$ cat config.mk
export PLATFORM = sky130hd
export DESIGN_NAME = tdf_divider
export DESIGN_NICKNAME = d
export VERILOG_FILES = /design/src/rtl/tdf_pkg.sv /design/src/rtl/tdf_divider.sv
export SDC_FILE = /design/constraint.sdc
export NUM_CORES = 1
export LEC_CHECK = 0
export BUFFER_PORTS_ARGS = -buffer_cell sky130_fd_sc_hd__buf_4
export CELL_PAD_IN_SITES_DETAIL_PLACEMENT = 1
export CELL_PAD_IN_SITES_GLOBAL_PLACEMENT = 1
export CORE_MARGIN = 5
export CORE_UTILIZATION = 42
export DETAILED_ROUTE_END_ITERATION = 8
export GPL_TIMING_DRIVEN = 1
export PLACE_DENSITY = 0.83
export SETUP_SLACK_MARGIN = 0.15
export SYNTH_ARGS = -nofsm -noshare
export SYNTH_HDL_FRONTEND = slang
export SYNTH_SLANG_ARGS = --single-unit
export TNS_END_PERCENT = 1
$ cat constraint.sdc
create_clock -name clk -period 3.5 [get_ports clk]
set_input_delay 1.05 -clock clk [delete_from_list [all_inputs] [get_ports clk]]
set_output_delay 1.05 -clock clk [all_outputs]
set_load 0.005 [all_outputs]
$ cat src/rtl/tdf_pkg.sv
// Shared types and constants of the trial division factorizer.
package tdf_pkg;

    localparam int VALUE_WIDTH_DEFAULT = 32;
    localparam int VALUE_IN_W          = 32;
    localparam int PRIME_W             = 32;
    localparam int EXP_W               = 5;
    localparam int MAX_RESULTS         = 9;

    typedef struct packed {
        logic [VALUE_IN_W-1:0] value;
    } tdf_in_t;

    typedef struct packed {
        logic [PRIME_W-1:0] prime;
        logic [EXP_W-1:0]   exponent;
        logic               last;
    } tdf_out_t;

endpackage

$ cat src/rtl/tdf_divider.sv
// Bit-serial restoring divider: one quotient bit per cycle.
module tdf_divider #(
    parameter int W = tdf_pkg::VALUE_WIDTH_DEFAULT
) (
    input  logic         clk,
    input  logic         rst_n,
    input  logic         start,
    input  logic [W-1:0] dividend,
    input  logic [W-1:0] divisor,
    output logic         done,
    output logic [W-1:0] quotient,
    output logic [W-1:0] remainder
);

    localparam int CW = $clog2(W + 1);

    logic [W-1:0]  quo_reg, quo_next;
    logic [W-1:0]  rem_reg, rem_next;
    logic [W-1:0]  dvs_reg, dvs_next;
    logic [CW-1:0] cnt_reg, cnt_next;
    logic          done_reg, done_next;
    logic [W:0]    shifted;
    logic [W+1:0]  diff;

    // The dividend shifts out at the top of quo_reg while quotient bits shift in below.
    assign shifted = {rem_reg, quo_reg[W-1]};
    assign diff    = {1'b0, shifted} - {2'b00, dvs_reg};

    always_comb
    begin
        quo_next  = quo_reg;
        rem_next  = rem_reg;
        dvs_next  = dvs_reg;
        cnt_next  = cnt_reg;
        done_next = 1'b0;
        if (start)
        begin
            quo_next = dividend;
            rem_next = '0;
            dvs_next = divisor;
            cnt_next = CW'(W);
        end
        else if (cnt_reg != '0)
        begin
            if (!diff[W+1])
            begin
                rem_next = diff[W-1:0];
                quo_next = {quo_reg[W-2:0], 1'b1};
            end
            else
            begin
                rem_next = shifted[W-1:0];
                quo_next = {quo_reg[W-2:0], 1'b0};
            end
            cnt_next = cnt_reg - 1'b1;
            if (cnt_reg == CW'(1))
            begin
                done_next = 1'b1;
            end
        end
    end

    always_ff @(posedge clk or negedge rst_n)
    begin
        if (!rst_n)
        begin
            cnt_reg  <= '0;
            done_reg <= 1'b0;
        end
        else
        begin
            cnt_reg  <= cnt_next;
            done_reg <= done_next;
        end
    end

    always_ff @(posedge clk)
    begin
        quo_reg <= quo_next;
        rem_reg <= rem_next;
        dvs_reg <= dvs_next;
    end

    assign done      = done_reg;
    assign quotient  = quo_reg;
    assign remainder = rem_reg;

endmodule

* Yosys cells after proc, flatten, opt, wreduce, memory -nomap -nowiden
Cells that the tools add are included.
Word-level totals: flip-flop bits (word level) 103, input bits 67, output and inout port bits 65, word-level logic and storage cells 19
Operators by class: add/subtract/negate cells 2, equality and inequality tests 1, mux-type cells 9, reduce and logical (&&, ||, !) cells 2
Operator list (count):
- 32-bit 2-to-1 mux | 3
- 33-bit by 32-bit subtractor with 34-bit output | 1
- 6-bit 2-to-1 mux | 2
- 6-bit by 1-bit equality test with 1-bit output, second input constant | 1
- 6-bit nonzero test | 1
- 6-bit by 1-bit subtractor with 6-bit output, second input constant | 1
- 1-bit 2-to-1 mux | 4
- 2-bit nonzero test | 1

* Logic depth before layout (Yosys ltp)
Gate-level depths: netlist of run 1.
depth after elaboration 4, depth in mapped cells 13

* Worst setup path before layout of run 1
OpenSTA, ideal clock, no wires.
kind register to register, from register dvs_reg[1], to register quo_reg[0] (netlist: quotient[0]) (data pin), arrival 2.734 ns, slack 0.507 ns, cell stages (with the launch flop) 13, path buffers 2, period minus slack after synthesis 2.993 ns, path through edfxtp_1 > inv_1 > ha_1 > nor2b_4 > o31a_1 > o2111ai_2 > a31oi_1 > a221o_1 > a211oi_2 > nor2_1 > buf_2 > buf_2 > mux2_2
Between the ends: cells in the longest elaborated chain, start to end 4
RTL lines:
- start: declaration | RTL line tdf_divider.sv:19 | logic [W-1:0] dvs_reg, dvs_next;
- start signal: assignment | RTL line tdf_divider.sv:81 | dvs_reg <= dvs_next;
- 33-bit by 32-bit subtractor with 34-bit output | RTL line tdf_divider.sv:27 | assign diff = {1'b0, shifted} - {2'b00, dvs_reg};
- 1-bit 2-to-1 mux | RTL line tdf_divider.sv:45 | if (!diff[W+1])
- 32-bit 2-to-1 mux | RTL line tdf_divider.sv:43 | else if (cnt_reg != '0)
- 32-bit 2-to-1 mux | RTL line tdf_divider.sv:36 | if (start)
- net quo_next[0] | RTL line tdf_divider.sv:17 | logic [W-1:0] quo_reg, quo_next;
- end signal: assignment | RTL line tdf_divider.sv:79 | quo_reg <= quo_next;
- end: declaration | RTL line tdf_divider.sv:17
The timed path passes the listed nets, and every way through them passes these cells. The select of a mux whose other input is x is not followed. A chain may end at the register's enable or synchronous reset.

* Worst setup path in the final report of run 1
from register dvs_reg[1], to register rem_reg[31] (netlist: remainder[31])
Between the ends: cells in the longest elaborated chain, start to end 2
RTL lines:
- 33-bit by 32-bit subtractor with 34-bit output | RTL line tdf_divider.sv:27
- 32-bit 2-to-1 mux | RTL line tdf_divider.sv:45
- end signal: assignment | RTL line tdf_divider.sv:80 | rem_reg <= rem_next;
- end: declaration | RTL line tdf_divider.sv:18 | logic [W-1:0] rem_reg, rem_next;
Every way passes these cells.

==> results_dict.tcl, run 1 <==
set metrics [dict create \
    core_um2 13930 \
    crit_chain "inv_1, ha_1, nor2b_4, o31a_1, o2111ai_2, a31oi_1, a221o_1, a21oi_1, nor2_1, or4_1, a211oi_2" \
    cp_top_family "compound AO/OA/AOI/OAI gates" \
    insertion_delay_ns 0.36 \
    antenna_found_initial 0 \
    wl_per_cell_um 18.21 \
    synth_top_area_share 0.3220 \
    grt_pass1_wl_um 26580 \
    grt-ovfl-total 0 \
    cts_buffers 9 \
    post-route-period-util 0.9056 \
    routed_wirelength_um 16320 \
    place.gp.congestion 0.8598 \
    crit_type "reg -> reg" \
    hold_class "in -> async" \
    clkTransAtPathRegs_ns 0.08 \
    maxSlewHeadroom 0.5471 \
    timing.fmax_ghz 0.3155 \
    rsz0062_at_grt "true" \
    cts_tree "yes" \
    first_iter_violations 283 \
    port_buffers 131 \
    syn_inst 582 \
    ir_drop_v 0.0004395 \
    post-cts-setup-buffer-count 0 \
    viasPerCell 5.475 \
    cpPeakStageDelay_ns 0.53 \
    worst_clock_skew_ns 0.01143 \
    whs_ns 0.4829 \
    cts_root_buf "clkbuf_16" \
    clock-sinks 103 \
    boundaryPins 132 \
    holdBufCountCts 0 \
    worst_ep_required_time_ns 3.78 \
    synthesis.nets 684 \
    final_layout_size_suffix_gt1_frac 0.3031 \
    crit_arrival_ns 3.45 \
    finalMaxSlewViolations 0 \
    dpl.hpwl_um 12470 \
    synth_cell_types 58 \
    die_w_um 129.2 \
    chipHeight_um 129.2 \
    grt_usage 0.1996 \
    setup_viol 0 \
    synthToLayoutAreaGrowth_pct 24.63 \
    yosys_register_bits 103 \
    dr_total_vias 4906 \
    final_nets 813 \
    mappedNetlistArea_um2 5968 \
    synth-edff-count 64 \
    hold_viol 0 \
    design_power_total_w 0.004898 \
    ant_nets 0 \
    drv_cap 0 \
    crit_path_end_kind "flip-flop" \
    grt_max_degree 47 \
    synth_area_leaders "edfxtp_1 (32%), dfxtp_1 (11%), ha_1 (7.1%)" \
    diodes 0 \
    rows 43 \
    crit_buf_inv 1 \
    setup.worst_path.start_class "flip-flop" \
    synth.yosys.seq_area_share 0.4587 \
    cts-resized-gates 0 \
    dr.pass1.iters 4 \
    num-fill-cells 1531 \
    synthFlopType "edfxtp_1" \
    synth_common_cells "nand2_1 (77), edfxtp_1 (64), nor2_1 (54), a21oi_1 (38), inv_1 (36)" \
    grt_pass1_vias 5251 \
    p_leak_nw 3.244 \
    min_period_ns 3.170 \
    yosysTopAreaCell "edfxtp_1" \
    yosysWarnings 0 \
    synthArstFlopShare 0.06796 \
    power_per_cell_area_nw_per_um2 658.4 \
    dieArea_um2 16690 \
    synth.avg_cell_area_um2 10.25 \
    outcome "completed" \
    start_util 0.4283 \
    critPathMaxFanout 7 \
    cts_buffer_depth 2 \
    tightest_slew_ns 0.6774 \
    crit_slowest_cell "or4_1" \
    cts_max_level 3 \
    drc 0 \
    synth.most_common_cell "nand2_1" \
    finalSetupTns_ns 0 \
]
[power breakdown]
group / total (W) / internal, W / switching, W / leakage [nW]
logic: 0.00210 / 0.000962 / 0.00114 / 2.10
clock network: 0.000995 / 0.000502 / 0.000493 / 0.139
registers: 0.00180 / 0.00157 / 0.000225 / 1.00
[layer usage]
metal,track usage,vias up,part of all wire
li1,-,2395,-
met2,0.3518,103,0.51
met3,0.06348,11,0.060
met4,0.04447,0,0.011
met1,0.2386,2397,0.42
met5,0,-,0
[area by class of cell]
cell class,count,area (um2),share of cell area
Multi-Input combinational cell,420,2979,0.4005
Clock buffer,10,229.0,0.03078
Inverter,36,135.1,0.01817
Timing Repair Buffer,141,1071,0.1440
Tap cell,180,225.2,0.03028
Sequential cell,103,2738,0.3680
Clock inverter,6,61.31,0.008242
[worst paths after layout]
check	start	end	slack [ns]	cells past startpoint
hold reg to reg	remainder[26]	remainder[26]	0.53	2
max in group asynchronous	rst_n	cnt_reg[2]	2.89	1
setup / recovery	dvs_reg[1]	remainder[31]	0.33	11
hold / removal	rst_n	cnt_reg[3]	0.48	1
setup reg to reg	dvs_reg[1]	remainder[31]	0.33	11
min in group clk	remainder[26]	remainder[26]	0.53	2
[kinds of logic (layout without fill, tap and decap cells)]
group	count (synthesis)	count (layout)	share of synthesized area
AND/OR/NAND/NOR	196	196	0.1499
XOR/XNOR	24	24	0.03522
buffers and inverters	59	193	0.04402
AO/OA/AOI/OAI	130	130	0.1719
flip-flops	103	103	0.4587
adder cells (fa/ha/maj)	35	35	0.07463
multiplexers	35	35	0.06562
[per-stage QoR]
stage          setup WS [ns]  cells  utilization  cell area [um2]
2_1_floorplan         0.5065    582            -             5968
3_3_place_gp          0.4403    880       0.5123             7139
3_5_place_dp          0.2418    880       0.5123             7139
4_1_cts               0.2659    896       0.5332             7430
5_1_grt               0.1239    896       0.5338             7438
6_report              0.3304    896       0.5338             7438
[worst reg2reg max path: stages (launching register included)]
cell,delay (ns)
edfxtp_1,0.42
inv_1,0.08
ha_1,0.23
nor2b_4,0.13
o31a_1,0.28
o2111ai_2,0.20
a31oi_1,0.15
a221o_1,0.49
a21oi_1,0.33
nor2_1,0.08
or4_1,0.53
a211oi_2,0.18
[cells in the final DEF (no fill, tap or decap), types with 3 or more instances in the layout]
| cell type | n |
|---|---|
| nor2b_1 | 3 |
| buf_4 | 140 |
| and2_1 | 4 |
| a311oi_1 | 7 |
| nand4_1 | 5 |
| nor3_1 | 14 |
| a311oi_2 | 19 |
| inv_6 | 3 |
| or3_1 | 4 |
| dfrtp_1 | 7 |
| o21a_1 | 5 |
| clkbuf_16 | 9 |
| a21o_1 | 6 |
| nand2b_1 | 7 |
| o211ai_1 | 6 |
| a211oi_1 | 9 |
| a31oi_1 | 6 |
| nand3_1 | 12 |
| dfxtp_1 | 32 |
| xor2_1 | 10 |
| nor2_1 | 53 |
| inv_1 | 36 |
| a21oi_1 | 38 |
| o21ai_0 | 14 |
| nand2_1 | 77 |
| xnor2_1 | 14 |
| ha_1 | 34 |
| a211o_1 | 3 |
| and3_1 | 3 |
| edfxtp_1 | 64 |
| mux2_2 | 33 |
(Power assumes the default switching activity.)
==> inputs of run 2 (changes only) <==
--- a/config.mk
+++ b/config.mk
@@ -5,11 +5,12 @@
 export SDC_FILE = /design/constraint.sdc
 export NUM_CORES = 1
 export LEC_CHECK = 0
+export ABC_AREA = 1
 export BUFFER_PORTS_ARGS = -buffer_cell sky130_fd_sc_hd__buf_4
 export CELL_PAD_IN_SITES_DETAIL_PLACEMENT = 1
 export CELL_PAD_IN_SITES_GLOBAL_PLACEMENT = 1
 export CORE_MARGIN = 5
-export CORE_UTILIZATION = 42
+export CORE_UTILIZATION = 40
 export DETAILED_ROUTE_END_ITERATION = 8
 export GPL_TIMING_DRIVEN = 1
 export PLACE_DENSITY = 0.83
==> run 2 against run 1 <==
Net effect:
- power grew 17%
- utilization shrank 4.2 points
- synthesized cell count grew 69%
- area after synthesis grew 17%
- global-route usage grew 1.3 points
- critical path type unchanged
- critical endpoint is now remainder[23]
- highest routed layer unchanged
==> results_dict.tcl, run 2 <==
set metrics [dict create \
    boundaryPins 132 \
    grt_usage 0.2125 \
    synth-edff-count 64 \
    min_period_ns 2.589 \
    synth.yosys.seq_area_share 0.3932 \
    synth.avg_cell_area_um2 7.098 \
    crit_top_cell "nand2_1" \
    synthArstFlopShare 0.06796 \
    dr.pass1.iters 5 \
    cpPeakStageDelay_ns 0.49 \
    crit_type "reg -> reg" \
    mappedNetlistArea_um2 6963 \
    port_buffers 131 \
    grt_pass1_wl_um 34510 \
    first_iter_violations 342 \
    final_area_um2 8452 \
    drc 0 \
    crit_buf_inv 2 \
    worst_ep_required_time_ns 3.80 \
    cts_tree "yes" \
    final_cell_mix "nand2_1 (402), inv_1 (173), buf_4 (134), nand3_1 (73), edfxtp_1 (64)" \
    chipHeight_um 141.9 \
    finalMaxSlewViolations 0 \
    cts_buffers 9 \
    multi_input_area_um2 3401 \
    placed_area_um2 8125 \
    crit_slowest_cell "nor2_8" \
    antenna_found_initial 0 \
    core_um2 17180 \
    routed_wirelength_um 20840 \
    crit_arrival_ns 2.89 \
    cts_root_buf "clkbuf_16" \
    ir_drop_v 0.0003011 \
    power_per_cell_area_nw_per_um2 678.2 \
    die_w_um 141.9 \
    synth_common_cells "nand2_1 (402), inv_1 (173), nand3_1 (73), edfxtp_1 (64), nor2_1 (47)" \
    drv_cap 0 \
    r2r_start "dvs_reg[19]" \
    syn_inst 981 \
    hold_class "in -> async" \
    setup.worst_path.start_class "flip-flop" \
    holdBufCountCts 0 \
    rsz0062_at_grt "false" \
    synthesis.nets 1083 \
    synth_area_leaders "edfxtp_1 (28%), nand2_1 (22%), inv_1 (9.3%)" \
    crit_chain "inv_1, ha_1, nand2_1, inv_1, nand2_1, nand2_1, a21oi_4, nor2_4, nor2_8, nand2_8, nand2_1, nand3_1, nand2_1" \
    cts-resized-gates 0 \
    num-fill-cells 2267 \
    yosys_register_bits 103 \
    cp_top_family "simple AND/OR/NAND/NOR gates" \
    cts_buffer_depth 2 \
    grt_pass1_vias 7031 \
    regArea_um2 2738 \
    grt-ovfl-total 0 \
    viasPerCell 4.876 \
    final_nets 1208 \
    setup_viol 0 \
    yosysTopAreaCell "edfxtp_1" \
    maxSlewHeadroom 0.2163 \
    start_util 0.4054 \
    outcome "completed" \
    post-route-period-util 0.7398 \
    dieArea_um2 20150 \
    dpl.hpwl_um 16270 \
    cp-startpoint "dvs_reg[19]" \
    place.gp.congestion 0.8846 \
    layout_commonest_cell "nand2_1" \
    dr_total_vias 6514 \
    clock-sinks 103 \
    critPathMaxFanout 34 \
    ant_nets 0 \
    synthFlopType "edfxtp_1" \
    synth_top_area_share 0.2760 \
    diodes 0 \
    wl_per_cell_um 15.60 \
    finalSetupTns_ns 0 \
    insertion_delay_ns 0.38 \
    grt_max_degree 62 \
    crit_path_end_kind "flip-flop" \
    final_layout_size_suffix_gt1_frac 0.1710 \
    post-cts-setup-buffer-count 0 \
    p_leak_nw 4.576 \
    worst_clock_skew_ns 0.01689 \
    synthToLayoutAreaGrowth_pct 21.38 \
    tightest_slew_ns 1.174 \
    cts_max_level 3 \
    timing.fmax_ghz 0.3862 \
    hold_viol 0 \
    yosysWarnings 0 \
    rows 48 \
    clkTransAtPathRegs_ns 0.08 \
    synth_cell_types 41 \
    synth.most_common_cell "nand2_1" \
]
[run 2: cell count changes after synthesis, sizes merged, moves of 19 or more]
| cell | delta |
|---|---|
| inv | +141 |
| a21oi | -19 |
| nand2 | +334 |
| mux2 | -33 |
| a311oi | -26 |
| nand3 | +73 |
[run 2: final timing paths]
| path | depth (start not counted) | slack, ns | endpoint |
|---|---|---|---|
| min reg2reg | 2 | 0.49 | remainder[18] |
| max reg2reg | 13 | 0.91 | remainder[23] |
| max in group asynchronous | 1 | 2.90 | cnt_reg[2] |
| min | 1 | 0.48 | done |
| max | 13 | 0.91 | remainder[23] |
| min in group clk | 2 | 0.49 | remainder[18] |
[run 2: kinds of logic after synthesis]
logic type      after synthesis  synth area share
buf+inv                     202            0.1184
flops                       103            0.3932
compound gates               36           0.03019
fa+ha+maj                    35           0.06397
simple gates                588            0.3729
xor+xnor                     17           0.02138
[run 2: area by class of cell]
cell class / count / area share
Clock buffer: 9 / 0.02665
Clock inverter: 7 / 0.01199
Inverter: 181 / 0.08038
Multi-Input combinational cell: 676 / 0.4024
Sequential cell: 103 / 0.3239
Tap cell: 225 / 0.03331
Timing Repair Buffer: 135 / 0.1214
[run 2: power by group]
part	total (W)	switching, W	internal, W
logic	0.00283	0.00171	0.00112
registers	0.00179	0.000208	0.00158
clock network	0.00112	0.000583	0.000533
[run 2: stage by stage]
step                std cells  total power, W  hold WS (ns)  worst slack (ns)  utilization
finish                   1336        0.005732        0.4759            0.9106       0.4921
global route             1336        0.006232        0.4612            0.6708       0.4921
CTS                      1336        0.005811        0.4680            0.8811       0.4921
detailed placement       1320        0.004652        0.4831            0.8003       0.4730
global placement         1320        0.004546        0.4764            0.8848       0.4730
floorplan                 981        0.003726        0.4698            0.8085            -
[run 2: layer usage]
| metal | vias up | track usage | wire [um] |
|---|---|---|---|
| met5 | - | 0 | 0 |
| met4 | 0 | 0.03687 | 262 |
| met3 | 14 | 0.06351 | 1353 |
| met2 | 131 | 0.3852 | 10390 |
| met1 | 3082 | 0.2521 | 8830 |
| li1 | 3287 | - | - |
==> inputs of run 3 (changes only) <==
==> constraint.sdc (replaced) <==
create_clock -name clk -period 2.4 [get_ports clk]
set_input_delay 0.72 -clock clk [delete_from_list [all_inputs] [get_ports clk]]
set_output_delay 0.72 -clock clk [all_outputs]
set_load 0.005 [all_outputs]
==> run 3 against run 2 <==
Net effect:
- utilization is 3.4 points higher
- clock power grew 41%
- clock-buffer cell count did not move
- worst hold slack got worse by 0.34 ns
- highest routed layer unchanged
- sequential power up 46%
- global-route usage rose by 0.75 points
- critical endpoint is now remainder[3]
- routed wire length grew 16%
- first-iteration DRC count grew 6.4%
- worst setup slack worse by 0.74 ns
- power increased by 60%
- non-clock buffer count rose by 28
- cell count is 2.4% higher
- largest cell class unchanged
==> results_dict.tcl, run 3 (synthesized netlist as in run 2, its figures left out) <==
set metrics [dict create \
    ir_drop_v 0.0004450 \
    hold_class "in -> async" \
    crit_path_end_kind "flip-flop" \
    grt_pass1_vias 7099 \
    clock-sinks 103 \
    final_layout_size_suffix_gt1_frac 0.2248 \
    r2r_start "remainder[19]" \
    holdBufCountCts 0 \
    p_comb_frac 0.542 \
    multi_input_area_um2 3623 \
    start_util 0.4054 \
    dr_total_vias 6906 \
    setup_viol 0 \
    boundaryPins 132 \
    dr.pass1.iters 5 \
    clkPwrFrac 0.172 \
    r2r_cells 13 \
    timing.fmax_ghz 0.4480 \
    layout_commonest_cell "nand2_1" \
    swShare 0.4434 \
    finalSetupTns_ns 0 \
    final_core_util 0.5258 \
    final_area_um2 9031 \
    outcome "completed" \
    cts_max_level 3 \
    port_buffers 131 \
    dpl.hpwl_um 17190 \
    worstReg2RegEnd "remainder[3]" \
    diodes 0 \
    final_nets 1240 \
    synthToLayoutAreaGrowth_pct 29.70 \
    power_frac_seq 0.286 \
    tightest_slew_ns 0.4883 \
    internal-power_w 0.005101 \
    crit_arrival_ns 2.53 \
    die_w_um 141.9 \
    cts_root_buf "clkbuf_16" \
    num-fill-cells 2205 \
    cts_buffers 9 \
    insertion_delay_ns 0.37 \
    rsz0062_at_grt "true" \
    crit_type "reg -> reg" \
    met1_usage 0.2604 \
    finalMaxSlewViolations 0 \
    place.gp.congestion 0.8906 \
    antenna_found_initial 0 \
    clkTransAtPathRegs_ns 0.09 \
    placed_area_um2 8234 \
    min_period_ns 2.232 \
    setup.worst_path.start_class "flip-flop" \
    hold_viol 0 \
    chipHeight_um 141.9 \
    drc 0 \
    first_iter_violations 364 \
    cts_buffer_depth 2 \
    critPathMaxFanout 8 \
    p_leak_nw 4.809 \
    worst_slack_ns 0.1680 \
    power_switching_w 0.004063 \
    grt_max_degree 41 \
    regArea_um2 2739 \
    grt_usage 0.2199 \
    viasPerCell 5.048 \
    ant_nets 0 \
    grt-ovfl-total 0 \
    drv_cap 0 \
    ff2ff_setup_slack_ns 0.17 \
    wl_per_cell_um 17.64 \
    worst_clock_skew_ns 0.01666 \
    grt_pass1_wl_um 35230 \
    grt-busiest-layer "met2" \
    routed_wirelength_um 24130 \
    post-route-period-util 0.9300 \
    use_met2 0.3987 \
    rows 48 \
    cts_tree "yes" \
    maxSlewHeadroom 0.6745 \
    final_cell_mix "nand2_1 (391), inv_1 (169), buf_4 (151), nand3_1 (71), edfxtp_1 (64)" \
    core_um2 17180 \
    power_per_cell_area_nw_per_um2 1015 \
    pre_cts_slack_ns 0.1519 \
    use_met3 0.05410 \
    worst_ep_required_time_ns 2.69 \
    dieArea_um2 20150 \
]
-- run 3: critical path, cell delays in order (launching register included) --
cell	delay, ns
dfxtp_1	0.45
ha_4	0.27
nand2_2	0.11
inv_1	0.06
nand2_1	0.08
nand2_2	0.08
a21oi_4	0.19
nor2_4	0.06
nor2_8	0.29
buf_8	0.19
nand2_8	0.10
nand2_1	0.09
nand3_1	0.08
o21ai_1	0.10
-- run 3: worst max path at each step --
stage | endpoint | cells past startpoint | from
global route | remainder[20] | 17 | dvs_reg[4]
global placement | remainder[5] | 7 | start
detailed placement | remainder[3] | 7 | start
finish | remainder[3] | 13 | remainder[19]
CTS | remainder[25] | 15 | dvs_reg[19]
floorplan | quotient[0] | 8 | remainder[25]
-- run 3: cell type report --
type                    instances  area share
clock buffers                   9     0.02494
clock inverters                 7     0.01039
inverters                     181     0.07578
multi-input cells             680      0.4012
flip-flops and latches        103      0.3033
well taps                     225     0.03117
repair buffers                163      0.1532
-- run 3: per-layer routing --
metal / vias to the layer above / wire length (um)
li1: 3362 / -
met1: 3328 / 9862
met2: 178 / 12340
met3: 38 / 1377
met4: 0 / 553
met5: - / 0
-- run 3: repair_timing --
action | CTS | global route
endpoints found under the setup margin | 1 | 33
gates cloned | 0 | 8
pin swaps | 0 | 8
buffers inserted | 0 | 13
gates resized for setup | 1 | 48
-- run 3: power groups by stage --
stage               combinational, W  sequential [W]  clock [W]
global placement             0.00414         0.00263          0
finish                       0.00496         0.00262    0.00158
global route                 0.00544         0.00268    0.00168
floorplan                    0.00284         0.00259          0
detailed placement           0.00430         0.00264          0
CTS                          0.00434         0.00261    0.00161
-- run 3: stage by stage --
step	total power (W)	hold slack, ns	cells
global route	0.009794	0.1400	1368
floorplan	0.005433	0.4244	981
finish	0.009165	0.1399	1368
detailed placement	0.006933	0.4803	1331
global placement	0.006769	0.4766	1331
CTS	0.008560	0.1384	1347
